--- config.mk ---
export PLATFORM = sky130hd
export DESIGN_NAME = totiq_ctrl
export DESIGN_NICKNAME = d
export VERILOG_FILES = /design/src/hdl/time_ordered_insert_queue_unit_defines.svh /design/src/hdl/totiq_pkg.sv /design/src/hdl/totiq_ctrl.sv
export SDC_FILE = /design/constraint.sdc
export NUM_CORES = 1
export LEC_CHECK = 0
export BUFFER_PORTS_ARGS = -buffer_cell sky130_fd_sc_hd__buf_2
export CORE_AREA = 10 10 47 49
export CTS_BUF_LIST = sky130_fd_sc_hd__clkbuf_8
export DETAILED_ROUTE_END_ITERATION = 12
export DIE_AREA = 0 0 57 59
export PLACE_DENSITY = 0.62
export SLEW_MARGIN = 20
export SYNTH_ARGS = -nofsm -noshare
export SYNTH_HDL_FRONTEND = slang
export SYNTH_SLANG_ARGS = --single-unit
--- constraint.sdc ---
create_clock -name clk_i -period 1.6 [get_ports clk_i]
set_input_delay 0.08 -clock clk_i [delete_from_list [all_inputs] [get_ports clk_i]]
set_output_delay 0.08 -clock clk_i [all_outputs]
set_load 0.05 [all_outputs]
--- src/hdl/time_ordered_insert_queue_unit_defines.svh ---
// ----------------------------------------------------------------------------
// time_ordered_insert_queue_unit_defines.svh
// Assertion macros for the time-ordered insert queue. They expand to
// nothing when SYNTHESIS is defined.
// ----------------------------------------------------------------------------
`ifndef TIME_ORDERED_INSERT_QUEUE_UNIT_DEFINES_SVH
`define TIME_ORDERED_INSERT_QUEUE_UNIT_DEFINES_SVH

`ifndef SYNTHESIS

// Plain property, checked at every edge outside reset.
`define TOTIQ_ASSERT(lbl, clk, rstn, prop) \
  lbl: assert property (@(posedge clk) disable iff (!rstn) (prop)) \
    else $error("totiq: assertion failed");

// Same-cycle implication.
`define TOTIQ_ASSERT_IMPL(lbl, clk, rstn, ante, cons) \
  lbl: assert property (@(posedge clk) disable iff (!rstn) (ante) |-> (cons)) \
    else $error("totiq: implication failed");

// Next-cycle implication.
`define TOTIQ_ASSERT_NEXT(lbl, clk, rstn, ante, cons) \
  lbl: assert property (@(posedge clk) disable iff (!rstn) (ante) |=> (cons)) \
    else $error("totiq: next-cycle implication failed");

`else

`define TOTIQ_ASSERT(lbl, clk, rstn, prop)
`define TOTIQ_ASSERT_IMPL(lbl, clk, rstn, ante, cons)
`define TOTIQ_ASSERT_NEXT(lbl, clk, rstn, ante, cons)

`endif

`endif

--- src/hdl/totiq_pkg.sv ---
// ----------------------------------------------------------------------------
// totiq_pkg
// Types, sizes and codes shared by the time-ordered insert queue.
// ----------------------------------------------------------------------------
package totiq_pkg;

  localparam int unsigned DEPTH    = 64;
  localparam int unsigned IDX_W    = $clog2(DEPTH);
  localparam int unsigned CNT_W    = $clog2(DEPTH + 1);
  localparam int unsigned TIME_W   = 48;
  localparam int unsigned HANDLE_W = 32;
  localparam int unsigned SLACK_W  = 16;
  localparam int unsigned OCC_W    = 7;
  localparam int unsigned STATUS_W = 2;

  localparam logic [SLACK_W-1:0] SLACK_RESET = 16'd1000;

  typedef logic [TIME_W-1:0]   tstamp_t;
  typedef logic [TIME_W:0]     target_t;
  typedef logic [HANDLE_W-1:0] handle_t;
  typedef logic [SLACK_W-1:0]  slack_t;
  typedef logic [OCC_W-1:0]    occ_t;
  typedef logic [CNT_W-1:0]    cnt_t;
  typedef logic [IDX_W-1:0]    idx_t;

  typedef enum logic {
    ACT_INSERT  = 1'b0,
    ACT_DEQUEUE = 1'b1
  } action_e;

  typedef enum logic [STATUS_W-1:0] {
    ST_DONE  = 2'd0,
    ST_FULL  = 2'd1,
    ST_EMPTY = 2'd2
  } status_e;

  // Controller state, one-hot.
  typedef enum logic [5:0] {
    S_IDLE = 6'b000001,
    S_CMP  = 6'b000010,
    S_POS  = 6'b000100,
    S_INS  = 6'b001000,
    S_DEQ  = 6'b010000,
    S_DONE = 6'b100000
  } state_e;

  // Controller -> datapath.
  typedef struct packed {
    logic capture;
    logic compare;
    logic find;
    logic insert;
    logic dequeue;
    logic load_out;
  } cmd_t;

  // Datapath -> controller.
  typedef struct packed {
    logic ins_ok;
    logic deq_ok;
    logic full;
    logic empty;
  } stat_t;

endpackage

--- src/hdl/totiq_ctrl.sv ---
// ----------------------------------------------------------------------------
// totiq_ctrl
// Controller: sequences one request at a time and owns the response
// valid flag.
// ----------------------------------------------------------------------------
module totiq_ctrl (
  input  logic             clk_i,
  input  logic             rst_ni,
  input  logic             in_valid_i,
  output logic             in_ready_o,
  output logic             out_valid_o,
  input  logic             out_ready_i,
  input  totiq_pkg::stat_t stat_i,
  output totiq_pkg::cmd_t  cmd_o
);
  import totiq_pkg::*;

  state_e state_q, state_d;
  logic   out_valid_q, out_valid_d;
  logic   out_free;

  assign out_free   = !out_valid_q || out_ready_i;
  assign in_ready_o = (state_q == S_IDLE);

  always_comb begin
    state_d = state_q;
    cmd_o   = '0;
    unique case (state_q)
      S_IDLE: begin
        if (in_valid_i) begin
          cmd_o.capture = 1'b1;
          if (stat_i.ins_ok) begin
            state_d = S_CMP;
          end else if (stat_i.deq_ok) begin
            state_d = S_DEQ;
          end else begin
            state_d = S_DONE;
          end
        end
      end
      S_CMP: begin
        cmd_o.compare = 1'b1;
        state_d       = S_POS;
      end
      S_POS: begin
        cmd_o.find = 1'b1;
        state_d    = S_INS;
      end
      S_INS: begin
        cmd_o.insert = 1'b1;
        state_d      = S_DONE;
      end
      S_DEQ: begin
        cmd_o.dequeue = 1'b1;
        state_d       = S_DONE;
      end
      S_DONE: begin
        if (out_free) begin
          cmd_o.load_out = 1'b1;
          state_d        = S_IDLE;
        end
      end
      default: begin
        state_d = S_IDLE;
      end
    endcase
  end

  assign out_valid_d = (out_valid_q && !out_ready_i) || cmd_o.load_out;

  always_ff @(posedge clk_i or negedge rst_ni) begin
    if (!rst_ni) begin
      state_q     <= S_IDLE;
      out_valid_q <= 1'b0;
    end else begin
      state_q     <= state_d;
      out_valid_q <= out_valid_d;
    end
  end

  assign out_valid_o = out_valid_q;

endmodule

==> impl_metrics.py <==
metrics = {
    "outcome": {
        "outcome": "finished with violations",
        "violations": "negative setup slack",
    },
    "drt": {
        "vias": 414,
        "drtIter0Drc": 1,
        "routed_via_density": 4.759,
        "ant_nets": 0,
        "wl_um": 1110,
        "drc_errors": 0,
        "firstDrtPassIters": 3,
        "post_drt_wl_per_cell_um": 12.76,
    },
    "die": {
        "die_y_um": 59,
        "dieArea_um2": 3363,
        "io_pins": 16,
        "row_count": 14,
        "initial_core_util_pct": 31.52,
        "die_x_um": 57,
        "core-area_um2": 1401,
    },
    "grt": {
        "track_usage_pct": 7.065,
        "grt_pass1_wl_um": 1890,
        "grt_antenna_before_repair": 0,
        "first_global_vias": 449,
        "grt_overflow_total": 0,
        "grt_max_degree": 9,
    },
    "yosys": {
        "synth_fa_ha_area_share_pct": 0,
        "ys_types": 28,
        "synth_compound_area_share_pct": 8.782,
        "synth_simple_gate_area_share_pct": 42.49,
        "synth_top_family_by_area": "simple AND/OR/NAND/NOR gates",
        "synth-xor-area-share_pct": 3.966,
        "syn_area_um2": 441.7,
        "postSynthNetCount": 52,
        "yosys_warnings": 0,
        "muxShareOfSynthArea_pct": 0,
        "syn_inst": 44,
        "ys_ff_latch": 7,
        "syn-mean-instance-area_um2": 10.04,
        "ys_seq_area_share_pct": 39.94,
    },
    "layout": {
        "antennaDiodeCount": 0,
        "nets": 80,
        "final_common_cell": "buf_4",
        "area_growth_syn_to_layout_pct": 72.24,
        "final_util_pct": 54.29,
        "drive_above_1_share_pct": 57.75,
        "final_cell_mix": "buf_4 (14), buf_2 (6), dfrtp_1 (6)",
    },
    "cts": {
        "cts_max_level": 1,
        "tritoncts": "yes",
        "insertion_delay_ns": 0.22,
        "cts_root_buf": "clkbuf_8",
        "clock_sinks": 7,
        "clock_path_buffers": 2,
        "cts-buffers-inserted": 3,
        "clk_pin_slew_ns": 0.04,
    },
    "power": {
        "p_per_area_nw_per_um2": 1735,
        "leakage_uw": 0.0003591,
        "ir_worst_vdd_uv": 1421,
        "power_uw": 1320,
    },
    "run": {
        "drv_cap": 0,
    },
    "placement": {
        "dp_hpwl_um": 921,
        "gp_congestion": 0.7271,
        "dp_worst_setup_slack_ns": -0.08638,
        "portBuffers": 13,
    },
    "sta": {
        "finalSetupTns_ns": -0.6950,
        "rsz0062_at_grt": "yes",
        "fin_crit_sh_pct": 114.5,
        "finalWorstSetupSlack_ns": -0.2312,
        "relSlewSlack_pct": 80.16,
        "drv_slew": 0,
        "setup_viol": 4,
        "timing.fmax_mhz": 546.1,
        "clock_skew_ns": 0.0003683,
        "fin_crit_ns": 1.831,
        "hold_viol": 0,
        "worst_slew_pin_slew_ns": 0.2948,
    },
    "critical_path": {
        "endpoint_kind": "primary output",
        "max_stage_delay_ns": 0.56,
        "start_kind": "register",
        "critPathKind": "register to primary output",
        "critPathSlowestCell": "or4_4",
        "path_cells": "or4_4 -> nor3b_4 -> and2_4 -> buf_8",
        "crit_arrival_ns": 1.75,
        "crit_path_max_fanout": 4,
        "critPathRequiredTime_ns": 1.52,
    },
    "hold_path": {
        "hp-class": "input pin to register",
    },
}
state kept, by name (all words and copies together) (netlist names):
| name | count |
|---|---|
| state_q | 6 |
| out_valid_o | 1 |
logic make-up (layout without fill, tap and decap cells):
group                     count (synthesis)  in the layout
AOI/OAI and AO/OA                         5              5
xor gates and xnor gates                  2              2
buffers and inverters                     3             30
DFF                                       7              7
and+or+nand+nor                          27             27
cell usage after synthesis:
cell type | count | area share (%)
and3_1 | 1 | 1.4
nor2b_1 | 1 | 1.4
a21oi_1 | 1 | 1.1
a2bb2oi_1 | 1 | 2.0
nand3b_1 | 1 | 1.7
and2_4 | 1 | 2.0
nor2_1 | 4 | 3.4
or2b_1 | 1 | 1.7
nor4_1 | 4 | 5.7
buf_2 | 2 | 2.3
nor3b_4 | 1 | 4.2
buf_6 | 1 | 2.5
and3b_1 | 1 | 2.0
dfrtp_1 | 6 | 34
nand2b_1 | 4 | 5.7
nor3b_1 | 2 | 3.4
xnor2_1 | 1 | 2.0
and2_1 | 1 | 1.4
or2_2 | 1 | 1.4
o22ai_1 | 1 | 1.4
xor2_1 | 1 | 2.0
dfstp_2 | 1 | 6.0
or4_4 | 1 | 2.5
nand2_1 | 1 | 0.85
a21o_1 | 1 | 1.7
or3b_1 | 1 | 2.0
o41a_1 | 1 | 2.5
and2b_1 | 1 | 1.7
per-layer routing:
metal / wire length (um) / up-vias / global-route usage (%)
li1: - / 211 / -
met1: 432 / 188 / 7.186
met2: 594 / 11 / 11.47
met3: 63 / 4 / 2.361
met4: 20 / 0 / 6.040
met5: 0 / - / 0
timing repair:
item                       CTS  global route
pin swaps                    3             3
gates resized for setup     21             1
hold buffers                 1             0
hold endpoints to repair     7             0
setup buffers                0             1
setup endpoints to repair    8             8
final timing paths:
| check | from | end | slack, ns | depth (start not counted) |
|---|---|---|---|---|
| worst max-delay path | state_q[4] | cmd_o[5] | -0.23 | 4 |
| worst min-delay path | in_valid_i | state_q[1] | 0.13 | 2 |
| worst max register to register | state_q[4] | state_q[4] | 0 | 4 |
| worst min register to register | out_valid_o | out_valid_o | 0.53 | 2 |
| max in group asynchronous | rst_ni | state_q[0] | 1.16 | 2 |
| min in group asynchronous | rst_ni | state_q[5] | 0.21 | 2 |
layout make-up:
cell class	instances	area [um2]
clock buffers	3	41.29
clock inverters	1	3.754
fillers	147	640.6
multi-input cells	34	306.5
flip-flops and latches	7	176.4
well taps	16	20.02
repair buffers	26	212.7
power by group:
part | switching (uW) | internal, uW | total [uW]
sequential | 21.0 | 226 | 247
combinational | 430 | 407 | 836
clock | 71.5 | 165 | 237
total | 522 | 798 | 1320
critical path: cells and delay by family (launching register included):
kind                   cells  cell delay, ns
AND/OR/NAND/NOR            3            1.02
buffers and inverters      1            0.14
flip-flops                 1            0.37
metrics by stage:
step	area [um2]	hold slack (ns)	instances
global route	760.7	0.1443	87
CTS	748.2	0.1216	86
detailed placement	615.6	-0.07827	81
floorplan	475.5	-0.2156	44
global placement	615.6	-0.08180	81
finish	760.7	0.1255	87
No activity file was read; power rests on OpenSTA's default activity.
